`src/sv/psch_pkg.sv`:
```
// Shared types and result codes of the periodic task scheduler.
package psch_pkg;

    // Result kinds carried on the master-side tuser
    typedef enum logic [1:0] {
        KIND_ADD_OK   = 2'd0,
        KIND_ADD_FULL = 2'd1,
        KIND_FIRED    = 2'd2,
        KIND_SUMMARY  = 2'd3
    } kind_t;

    // Input selector carried on the slave-side tuser
    localparam logic FUNC_TICK = 1'b0;
    localparam logic FUNC_ADD  = 1'b1;

    localparam int          TIME_W    = 64;
    localparam int          PERIOD_W  = 32;
    localparam int          OUT_IDX_W = 3;
    localparam logic [63:0] NO_DEADLINE = 64'hFFFF_FFFF_FFFF_FFFF;

    // Commands from the controller to the datapath
    typedef struct packed {
        logic tick_start;  // advance time, clear scan index, set running minimum to all ones
        logic add_start;   // latch the period of an add transaction
        logic add_exec;    // store the new task or report full, emit result
        logic rd;          // read the table entry at the scan index
        logic eval;        // compare deadline with time and form next deadline
        logic commit;      // write back, fold into minimum, emit fired result
        logic sum_emit;    // emit the closing summary
    } cmd_t;

    // Status from the datapath to the controller
    typedef struct packed {
        logic count_zero;  // no task in the table
        logic last_entry;  // scan index is the last filled entry
        logic due;         // evaluated entry has fired
        logic out_free;    // output register can take a result this cycle
    } status_t;

endpackage

```
`src/sv/periodic_task_scheduler_core.sv`:
```
// Top level of the periodic task scheduler: controller and datapath.
//
// Keeps a table of up to MAX_TASKS periodic tasks and a 64-bit millisecond
// counter. An add transaction (s_tuser = 1, period in s_tdata) stores a task
// due at now + period and returns one result with its index, or a full
// report. A tick transaction (s_tuser = 0) advances time by one, scans the
// filled entries in index order, returns one fired result for each due task
// (its deadline moves on by one period), then a summary with the soonest
// deadline, all ones when the table is empty. Results carry tlast on the
// final one of each transaction. A tick handles each stored task in read,
// evaluate and commit steps around the table memory's registered read
// port. A waiting result sits in an output register, so a new transaction
// is taken while it waits.
module periodic_task_scheduler_core
    import psch_pkg::*;
#(
    parameter int MAX_TASKS = 8
)
(
    input  logic        clk,
    input  logic        rst_n,
    input  logic        s_tvalid,
    output logic        s_tready,
    input  logic [31:0] s_tdata,   // [31:0] period
    input  logic        s_tuser,   // [0] func
    output logic        m_tvalid,
    input  logic        m_tready,
    output logic [71:0] m_tdata,   // [2:0] task_index, [66:3] soonest, [71:67] zero
    output logic [1:0]  m_tuser,   // [1:0] kind
    output logic        m_tlast
);

    cmd_t    cmd;
    status_t status;

    psch_ctrl u_ctrl (
        .clk      (clk),
        .rst_n    (rst_n),
        .s_tvalid (s_tvalid),
        .s_func   (s_tuser),
        .s_tready (s_tready),
        .status   (status),
        .cmd      (cmd)
    );

    psch_datapath #(
        .MAX_TASKS (MAX_TASKS)
    ) u_datapath (
        .clk      (clk),
        .rst_n    (rst_n),
        .s_tdata  (s_tdata),
        .m_tready (m_tready),
        .m_tvalid (m_tvalid),
        .m_tdata  (m_tdata),
        .m_tuser  (m_tuser),
        .m_tlast  (m_tlast),
        .cmd      (cmd),
        .status   (status)
    );

endmodule

```
`src/sv/psch_ctrl.sv`:
```
// Sequencer of the periodic task scheduler: handshake and per-entry scan steps.
module psch_ctrl
    import psch_pkg::*;
(
    input  logic    clk,
    input  logic    rst_n,
    input  logic    s_tvalid,
    input  logic    s_func,
    output logic    s_tready,
    input  status_t status,
    output cmd_t    cmd
);

    typedef enum logic [5:0] {
        ST_IDLE    = 6'b000001,
        ST_ADD     = 6'b000010,
        ST_READ    = 6'b000100,
        ST_EVAL    = 6'b001000,
        ST_COMMIT  = 6'b010000,
        ST_SUMMARY = 6'b100000
    } state_t;

    state_t state_reg;
    state_t state_next;

    assign s_tready = (state_reg == ST_IDLE);

    // Next state and command decode
    always_comb
    begin
        state_next = state_reg;
        cmd        = '0;
        unique case (state_reg)
            ST_IDLE:
            begin
                if (s_tvalid)
                begin
                    if (s_func == FUNC_ADD)
                    begin
                        cmd.add_start = 1'b1;
                        state_next    = ST_ADD;
                    end
                    else
                    begin
                        cmd.tick_start = 1'b1;
                        state_next     = status.count_zero ? ST_SUMMARY : ST_READ;
                    end
                end
            end
            ST_ADD:
            begin
                if (status.out_free)
                begin
                    cmd.add_exec = 1'b1;
                    state_next   = ST_IDLE;
                end
            end
            ST_READ:
            begin
                cmd.rd     = 1'b1;
                state_next = ST_EVAL;
            end
            ST_EVAL:
            begin
                cmd.eval   = 1'b1;
                state_next = ST_COMMIT;
            end
            ST_COMMIT:
            begin
                // hold while a fired result has nowhere to go
                if (!status.due || status.out_free)
                begin
                    cmd.commit = 1'b1;
                    state_next = status.last_entry ? ST_SUMMARY : ST_READ;
                end
            end
            ST_SUMMARY:
            begin
                if (status.out_free)
                begin
                    cmd.sum_emit = 1'b1;
                    state_next   = ST_IDLE;
                end
            end
            default:
            begin
                state_next = ST_IDLE;
            end
        endcase
    end

    always_ff @(posedge clk or negedge rst_n)
    begin
        if (!rst_n)
        begin
            state_reg <= ST_IDLE;
        end
        else
        begin
            state_reg <= state_next;
        end
    end

endmodule

```
`src/sv/psch_datapath.sv`:
```
// Datapath of the periodic task scheduler: task table, time counter, result register.
module psch_datapath
    import psch_pkg::*;
#(
    parameter int MAX_TASKS = 8
)
(
    input  logic          clk,
    input  logic          rst_n,
    input  logic [31:0]   s_tdata,
    input  logic          m_tready,
    output logic          m_tvalid,
    output logic [71:0]   m_tdata,
    output logic [1:0]    m_tuser,
    output logic          m_tlast,
    input  cmd_t          cmd,
    output status_t       status
);

    localparam int IDX_W = (MAX_TASKS > 1) ? $clog2(MAX_TASKS) : 1;
    localparam int CNT_W = $clog2(MAX_TASKS + 1);

    // Task table
    logic [TIME_W-1:0]   dl_mem [MAX_TASKS];
    logic [PERIOD_W-1:0] pd_mem [MAX_TASKS];

    logic [TIME_W-1:0]   time_reg;
    logic [CNT_W-1:0]    count_reg;
    logic [IDX_W-1:0]    idx_reg;
    logic [PERIOD_W-1:0] period_reg;
    logic [TIME_W-1:0]   rd_dl_reg;
    logic [PERIOD_W-1:0] rd_pd_reg;
    logic [TIME_W-1:0]   upd_reg;
    logic                due_reg;
    logic [TIME_W-1:0]   soon_reg;

    logic                out_valid_reg;
    kind_t               out_kind_reg;
    logic [OUT_IDX_W-1:0] out_idx_reg;
    logic [TIME_W-1:0]   out_soon_reg;
    logic                out_last_reg;

    logic                full;
    logic [IDX_W-1:0]    add_addr;
    logic [TIME_W-1:0]   commit_dl;

    logic                dl_we;
    logic [IDX_W-1:0]    dl_waddr;
    logic [TIME_W-1:0]   dl_wdata;
    logic                pd_we;

    logic                 emit;
    kind_t                emit_kind;
    logic [OUT_IDX_W-1:0] emit_idx;
    logic [TIME_W-1:0]    emit_soon;
    logic                 emit_last;

    assign full      = (count_reg == CNT_W'(MAX_TASKS));
    assign add_addr  = count_reg[IDX_W-1:0];
    assign commit_dl = due_reg ? upd_reg : rd_dl_reg;

    // Status toward the controller
    assign status.count_zero = (count_reg == '0);
    assign status.last_entry = ((CNT_W'(idx_reg) + CNT_W'(1)) == count_reg);
    assign status.due        = due_reg;
    assign status.out_free   = !out_valid_reg || m_tready;

    // Table write port select
    always_comb
    begin
        dl_we    = 1'b0;
        dl_waddr = idx_reg;
        dl_wdata = upd_reg;
        pd_we    = 1'b0;
        if (cmd.add_exec && !full)
        begin
            dl_we    = 1'b1;
            dl_waddr = add_addr;
            dl_wdata = time_reg + TIME_W'(period_reg);
            pd_we    = 1'b1;
        end
        else if (cmd.commit && due_reg)
        begin
            dl_we = 1'b1;
        end
    end

    // Table write and registered read
    always_ff @(posedge clk)
    begin
        if (dl_we)
        begin
            dl_mem[dl_waddr] <= dl_wdata;
        end
        if (pd_we)
        begin
            pd_mem[add_addr] <= period_reg;
        end
        if (cmd.rd)
        begin
            rd_dl_reg <= dl_mem[idx_reg];
            rd_pd_reg <= pd_mem[idx_reg];
        end
    end

    // Control state: time counter and fill count
    always_ff @(posedge clk or negedge rst_n)
    begin
        if (!rst_n)
        begin
            time_reg  <= '0;
            count_reg <= '0;
        end
        else
        begin
            if (cmd.tick_start)
            begin
                time_reg <= time_reg + TIME_W'(1);
            end
            if (cmd.add_exec && !full)
            begin
                count_reg <= count_reg + CNT_W'(1);
            end
        end
    end

    // Scan datapath: period latch, index, due check, next deadline, running minimum
    always_ff @(posedge clk)
    begin
        if (cmd.add_start)
        begin
            period_reg <= s_tdata;
        end
        if (cmd.tick_start)
        begin
            idx_reg  <= '0;
            soon_reg <= NO_DEADLINE;
        end
        if (cmd.eval)
        begin
            due_reg <= (time_reg >= rd_dl_reg);
            upd_reg <= rd_dl_reg + TIME_W'(rd_pd_reg);
        end
        if (cmd.commit)
        begin
            idx_reg <= idx_reg + IDX_W'(1);
            if (commit_dl < soon_reg)
            begin
                soon_reg <= commit_dl;
            end
        end
    end

    // Result selection
    always_comb
    begin
        emit      = 1'b0;
        emit_kind = KIND_SUMMARY;
        emit_idx  = '0;
        emit_soon = '0;
        emit_last = 1'b1;
        if (cmd.add_exec)
        begin
            emit      = 1'b1;
            emit_kind = full ? KIND_ADD_FULL : KIND_ADD_OK;
            emit_idx  = full ? '0 : OUT_IDX_W'(add_addr);
        end
        else if (cmd.commit && due_reg)
        begin
            emit      = 1'b1;
            emit_kind = KIND_FIRED;
            emit_idx  = OUT_IDX_W'(idx_reg);
            emit_last = 1'b0;
        end
        else if (cmd.sum_emit)
        begin
            emit      = 1'b1;
            emit_soon = soon_reg;
        end
    end

    // Output register: hold until taken, load on emit
    always_ff @(posedge clk or negedge rst_n)
    begin
        if (!rst_n)
        begin
            out_valid_reg <= 1'b0;
        end
        else if (emit)
        begin
            out_valid_reg <= 1'b1;
        end
        else if (m_tready)
        begin
            out_valid_reg <= 1'b0;
        end
    end

    always_ff @(posedge clk)
    begin
        if (emit)
        begin
            out_kind_reg <= emit_kind;
            out_idx_reg  <= emit_idx;
            out_soon_reg <= emit_soon;
            out_last_reg <= emit_last;
        end
    end

    assign m_tvalid = out_valid_reg;
    assign m_tdata  = {5'b0, out_soon_reg, out_idx_reg};
    assign m_tuser  = out_kind_reg;
    assign m_tlast  = out_last_reg;

endmodule

```
`config.mk`:
```
export PLATFORM = sky130hd
export DESIGN_NAME = periodic_task_scheduler_core
export DESIGN_NICKNAME = d
export VERILOG_FILES = /design/src/sv/psch_pkg.sv /design/src/sv/periodic_task_scheduler_core.sv /design/src/sv/psch_ctrl.sv /design/src/sv/psch_datapath.sv
export SDC_FILE = /design/constraint.sdc
export NUM_CORES = 2
export LEC_CHECK = 0
export BUFFER_PORTS_ARGS = -buffer_cell sky130_fd_sc_hd__buf_2
export CAP_MARGIN = 20
export CORE_ASPECT_RATIO = 0.6
export CORE_MARGIN = 10
export CORE_UTILIZATION = 59
export CTS_BUF_LIST = sky130_fd_sc_hd__clkbuf_8
export DETAILED_ROUTE_END_ITERATION = 8
export PLACE_DENSITY = 0.76
export SYNTH_ARGS = -nofsm -noshare
export SYNTH_HDL_FRONTEND = slang
export SYNTH_SLANG_ARGS = --single-unit
```
`constraint.sdc`:
```
create_clock -name clk -period 15.6 [get_ports clk]
set_input_delay 3.12 -clock clk [delete_from_list [all_inputs] [get_ports clk]]
set_output_delay 3.12 -clock clk [all_outputs]
set_load 0.05 [all_outputs]
```
Word level (Yosys, flattened, before mapping)

Memories as Yosys holds them, arrays and structs flattened. A register that Yosys moved wholly into a read port is not among the register bits.
Cells that the tools add are included.
Widths: inputs -> output; s select.

$add $sub $neg: 6
Order comparisons: 2
Eq/ne operators: 11
Mux-type cells: 45
Bitwise logic cells: 1
Reductions and logical operators: 13

Operators by type and width:

| kind                  | number |
|---|---|
| $mux 64               | 5 |
| $add 64x32->64        | 2 |
| $add 64x1->64 const B | 1 |
| $ge 64x64->1          | 1 |
| $lt 64x64->1          | 1 |
| $mux 6                | 6 |
| $pmux 6 s5            | 1 |
| $mux 1                | 24 |
| $mux 3                | 6 |
| $eq 6x1->1 const B    | 1 |
| $eq 6x2->1 const B    | 1 |
| $eq 6x3->1 const B    | 1 |
| $eq 6x4->1 const B    | 1 |
| $eq 6x5->1 const B    | 1 |
| $eq 6x6->1 const B    | 1 |
| $mux 2                | 3 |
| $add 3x1->4 const B   | 1 |
| $add 4x1->4 const B   | 1 |
| $eq 4x4->1            | 1 |
| $eq 4x4->1 const B    | 1 |
| $logic_not 4->1       | 1 |
| $ne 2x1->1 const B    | 2 |
| $reduce_bool 2->1     | 2 |
| $add 3x1->3 const B   | 1 |
| other kinds (8)       | 12 |

Flip-flop bits (word level): 309
RAM bits: 768
Input port bits: 37
Output and inout bits: 77
Logic and storage cells: 93
Memories kept: 2

Memories:

| memory            | depth | width | rd ports | clocked after Yosys merged registers in | wr ports | RTL line            | source |
|---|---|---|---|---|---|---|---|
| u_datapath.dl_mem | 8     | 64    | 1        | 1                                       | 1        | psch_datapath.sv:24 | `logic [TIME_W-1:0] dl_mem [MAX_TASKS];` |
| u_datapath.pd_mem | 8     | 32    | 1        | 1                                       | 1        | psch_datapath.sv:25 | `logic [PERIOD_W-1:0] pd_mem [MAX_TASKS];` |

Depth between registers and ports, before layout

Depth in word-level cells: 10
Depth in mapped cells: 15
Mapped depth without buffers: 11

Cells and area by module

From an unflattened synthesis, not the netlist that was laid out.

Cell total of the unflattened synthesis: 3544
Area total of the unflattened synthesis: 52676.8 µm²

Modules (own cells, without submodules):

| module        | times used | cells each | area an instance (µm²) | sequential area each (µm²) |
|---|---|---|---|---|
| psch_datapath | 1          | 3503       | 52260.1                | 34057.7 |
| psch_ctrl     | 1          | 41         | 416.6                  | 151.4 |

Least setup slack after synthesis

OpenSTA, ideal clock, no wires.

Kind: register to register
From: reg u_ctrl.state_reg[5]
To: reg u_datapath.rd_dl_reg[0], read port of u_datapath.dl_mem, enable pin
Library setup time: 0.688 ns
Arrival time: 7.731 ns
Required time: 14.912 ns
Slack: 7.181 ns
Cell stages (with the launch flop): 4
Buffers on the path: 0
Clock period less this slack: 8.419 ns
Cell sequence: dfrtp_1 nor2_1 nand2_1 nor3b_1

Cells in the longest elaborated chain, start to end: 2

Ends and longest elaborated chain:

| element                | RTL line            | source |
|---|---|---|
| from (decl)            | psch_ctrl.sv:23     | `state_t state_reg;` |
| from (signal assigned) | psch_ctrl.sv:100    | `state_reg <= state_next;` |
| $eq 6x3->1             | psch_ctrl.sv:33     | `unique case (state_reg)` |
| $mux 1                 | psch_ctrl.sv:33     |  |
| to (decl)              | psch_datapath.sv:31 | `logic [TIME_W-1:0] rd_dl_reg;` |

No other way between the ends.
A chain may end at the register's enable or synchronous reset.

Worst setup path in the final report

From: in m_tready
To: mem u_datapath.dl_mem[7][10], enable pin

Cells in the longest elaborated chain, start to end: 9
Elaborated cells on any way between the ends: 13
Classes of those cells: mux (9); reduce/logical (4)

Ends and longest elaborated chain:

| element                      | RTL line                           | source |
|---|---|---|
| from (decl)                  | periodic_task_scheduler_core.sv:27 | `input logic m_tready,` |
| $logic_or 1x1->1 *           | psch_datapath.sv:66                | `assign status.out_free = !out_valid_reg \|\| m_tready;` |
| $logic_or 1x1->1             | psch_ctrl.sv:71                    | `if (!status.due \|\| status.out_free)` |
| $mux 1                       | psch_ctrl.sv:71                    |  |
| $mux 1                       | psch_ctrl.sv:33                    |  |
| $logic_and 1x1->1            | psch_datapath.sv:82                | `else if (cmd.commit && due_reg)` |
| $mux 1                       | psch_datapath.sv:82                |  |
| $mux 1                       | psch_datapath.sv:75                | `if (cmd.add_exec && !full)` |
| $mux 1                       | psch_datapath.sv:91                | `if (dl_we)` |
| $mux 1 (implied by the code) | psch_datapath.sv:93                | `dl_mem[dl_waddr] <= dl_wdata;` |
| to (decl)                    | psch_datapath.sv:24                |  |

Mark *: on every way between the ends. The rest lies on a longest branch, timed or not.

==> flow_summary_export.csv <==
group,metric,value,unit
finish,top_regs,"u_datapath.dl_mem (512), u_datapath.pd_mem (256)",
routing,drt_iter0_markers,4185,
clock_network,clock_sinks,1173,
routing,avgViaCountPerCell,6.37,
place,gpl.final_weighted_congestion,0.958,
worst_setup_path,start_kind,"primary input",
power_and_ir_drop,p_per_area,137,nW/um^2
clock_network,post_cts_buffers,0,
finish,top_register,"u_datapath.dl_mem",
clock_network,cts_resized,0,
finish,fillerInstances,6015,
timing,finalHoldViolCount,0,
timing,fin_skew,0.0417,ns
worst_hold_path,hold_class,"flop to flop",
power_and_ir_drop,p_clk_share,29.9,%
routing,highest_layer,"met5",
place,dp_hpwl,91.6,mm
worst_setup_path,reg2reg_from,"u_datapath.due_reg",
clock_network,ctsHoldBuffers,0,
timing,setup_viol,0,
timing,slew_violations,0,
routing,postRouteAntennaNets,0,
routing,dr_wl_met2,53.8,mm
worst_hold_path,min_from,"u_datapath.time_reg[63]",
outcome,status,"completed",
floorplanning,fp.dieW,405,um
floorplanning,ios,114,
global_route,grt_antenna_before_repair,3,
synth,syn_avg_cell_area,15.1,um^2
clock_network,h-tree-depth,4,
place,detailed_place.area,54500,um^2
synth,synth_edf_count,1034,
synth,synth.area.top_cells,"edfxtp_1 (59%), mux4_2 (8.2%), ha_1 (4.6%)",
finish,syn_to_final_growth,10.2,%
place,dp.cells,4662,
synth,synth_ff_type,"edfxtp_1",
synth,ys_ff_latch,1173,
floorplanning,die_h,251,um
worst_setup_path,path_max_fanout,74,
worst_setup_path,cp-startpoint,"m_tready",
routing,wl_met1,58.9,mm
global_route,grt_overflow,0,
clock_network,clk_latency,0.88,ns
floorplanning,die-area,102000,um^2
synth,ys_warn_count,0,
floorplanning,rows,84,
power_and_ir_drop,pwr-share-seq,49.8,%
routing,route.detailed.drc,0,
power_and_ir_drop,power_switching,2.41,mW
routing,routed_wl,137,mm
timing,final.setup.worst_slack,9.10,ns
floorplanning,initial_core_util,59.7,%
worst_setup_path,crit_arrival,6.98,ns
synth,post_synth_inst_count,3468,
global_route,grt_pass1_wl,201,mm
run,cap_violations,0,
finish,fin_cells,4987,
timing,period_share,41.6,%
power_and_ir_drop,p_comb_share,20.3,%
finish,drive_gt1_share,20.3,%
timing,fin_setup_tns,0,ns
clock_network,cts_buffer_depth,3,
timing,rsz0062_at_grt,"no",
routing,wl_met3,21.6,mm
worst_setup_path,worstSetupPathType,"primary input to flop",
synth,syn-cell-area,52500,um^2
clock_network,clk_pin_slew,0.07,ns
worst_setup_path,end_kind,"flop",
routing,first_pass_iters,6,
power_and_ir_drop,p_total,7.91,mW
place,dp_slack,8.21,ns
routing,wl_per_cell,27.4,um
timing,tightest_slew,1.15,ns
power_and_ir_drop,p_sw_share,30.5,%
finish,finalInstanceArea,57800,um^2
worst_setup_path,required,16.08,ns
place,portBuffers,108,
timing,finalCriticalPeriod,6.50,ns
synth,yosys.area.top_type,"edfxtp_1",
routing,dr_total_vias,31700,
clock_network,clk_root_buffer_cell,"clkbuf_8",
synth,synth.top_cell.area_share,59.2,%
clock_network,cts_tree,"yes",
global_route,grt_pass1_vias,30100,
timing,fmax,0.154,GHz
finish,largest_reg_flops,512,
global_route,grt_max_degree,105,
finish,fin_nets,3916,
clock_network,cts-buffers-inserted,166,
synth,yosysUniqueCellTypes,84,
power_and_ir_drop,p_int,5.49,mW
floorplanning,core-area,87900,um^2
synth,synthArstFlopShare,6.39,%
synth,synth-seq-area-share,65.2,%
power_and_ir_drop,p_leak,21.1,nW
timing,slew-limit-headroom,23.5,%
global_route,grt.total_usage,26.8,%
power_and_ir_drop,ir_drop,0.108,mV
==> worst max-delay path: stages <==
cell      delay (ns)
buf_2           0.13
nand2b_1        0.16
nand3_1         0.09
nor2_1          0.28
inv_1           0.20
a21oi_4         0.14
buf_4           0.65
a22oi_1         0.49
nor2_4          0.90
buf_4           0.71
==> layout by cell type, fill, tap and decap left out, types with 13 or more instances in the layout <==
master    Yosys  layout
a21oi_1      95      94
xor2_1       48      48
a31oi_1      38      38
or3_1        19      19
dfxtp_1      64      64
xnor2_1     113     113
nand2b_1     17      17
dfrtp_1      74      74
mux4_2      192     192
nand2_1     288     283
mux2_1       34      34
inv_1       162     221
o21ai_0     166     166
and2_1       16      16
a21o_1       53      53
a211oi_1     13      13
nand4_1      59      59
and4_1       14      14
clkinv_1      0      36
o211ai_1     15      15
nor3_1       30      26
mux2_2      128     128
o21a_1       15      15
edfxtp_1   1034    1034
nor2_1      124     112
buf_4         7      72
buf_2         1     107
and3_1       24      24
clkinv_2      0      14
nor2b_1      18      17
nor4_1       73      72
nand3_1      69      69
ha_1        195     195
clkbuf_8      1     181
==> power groups by stage <==
stage                     registers (mW)  clock network (mW)  logic (mW)
after floorplan                     3.99                   0        1.03
after global placement              3.99                   0        1.53
after detailed placement            4.00                   0        1.56
after CTS                           3.93                2.40        1.57
after global routing                3.95                2.54        1.74
final                               3.94                2.36        1.61
==> metrics by stage <==
stage,hold slack [ns],utilization [%]
2_1_floorplan,0.482,-
3_3_place_gp,0.510,62.0
3_5_place_dp,0.517,62.0
4_1_cts,0.526,65.7
5_1_grt,0.554,65.8
6_report,0.540,65.8
==> area by class of cell <==
cell class / instances / area, um^2 / share of cell area, %
inverter: 162 / 608 / 1.05
clock buffer: 181 / 2490 / 4.31
sequential: 1173 / 34200 / 59.1
antenna: 2 / 5.00 / 0.00865
tap: 1161 / 1450 / 2.51
timing repair buffer: 192 / 1220 / 2.12
clock inverter: 129 / 738 / 1.28
multi-input combinational: 1987 / 17100 / 29.6
==> cell usage after synthesis, drive strengths merged (4+ instances only) <==
cell type / n
a311oi: 4
a211oi: 13
a31oi: 38
o21bai: 12
or4: 7
clkbuf: 98
a221oi: 5
nor3b: 7
a2111oi: 7
or2: 4
a21o: 53
nor2b: 18
and4: 14
ha: 195
a22oi: 6
buf: 51
nand4: 59
a21oi: 95
a211o: 4
mux2: 162
nor2: 124
dfxtp: 64
nand2: 288
mux4: 192
or3: 21
nand3b: 4
nor4: 73
and3: 30
mux2i: 4
xnor2: 113
edfxtp: 1034
and2: 17
o211ai: 15
a21boi: 4
nor3: 33
dfrtp: 74
o21ai: 167
inv: 162
nand2b: 17
o21a: 15
nand3: 70
xor2: 48
o31ai: 11
==> path summary, 6_finish.rpt <==
kind,depth (start not counted),to,slack [ns]
max,10,u_datapath.dl_mem[7][10],9.10
min,1,u_datapath.time_reg[63],0.54
max reg2reg,13,u_datapath.soon_reg[17],10.26
min reg2reg,1,u_datapath.time_reg[63],0.54
max in group asynchronous,2,u_datapath.time_reg[62],12.23
min in group asynchronous,1,u_datapath.time_reg[32],2.15
==> routing by layer <==
layer / track usage (%) / vias up
met2: 34.0 / 1908
met5: 0 / -
met1: 41.3 / 15800
met3: 12.1 / 154
met4: 6.40 / 2
li1: - / 13900
==> kinds of logic after synthesis <==
| family | Yosys count | share of synthesized area (%) |
|---|---|---|
| flip-flops | 1173 | 65.2 |
| multiplexers | 358 | 11.8 |
| AO/OA/AOI/OAI | 474 | 5.58 |
| buffers and inverters | 312 | 2.51 |
| XOR/XNOR | 161 | 2.69 |
| other | 1 | 0.00715 |
| AND/OR/NAND/NOR | 792 | 7.49 |
| adder cells (fa/ha/maj) | 197 | 4.73 |
(Power assumes the default switching activity.)
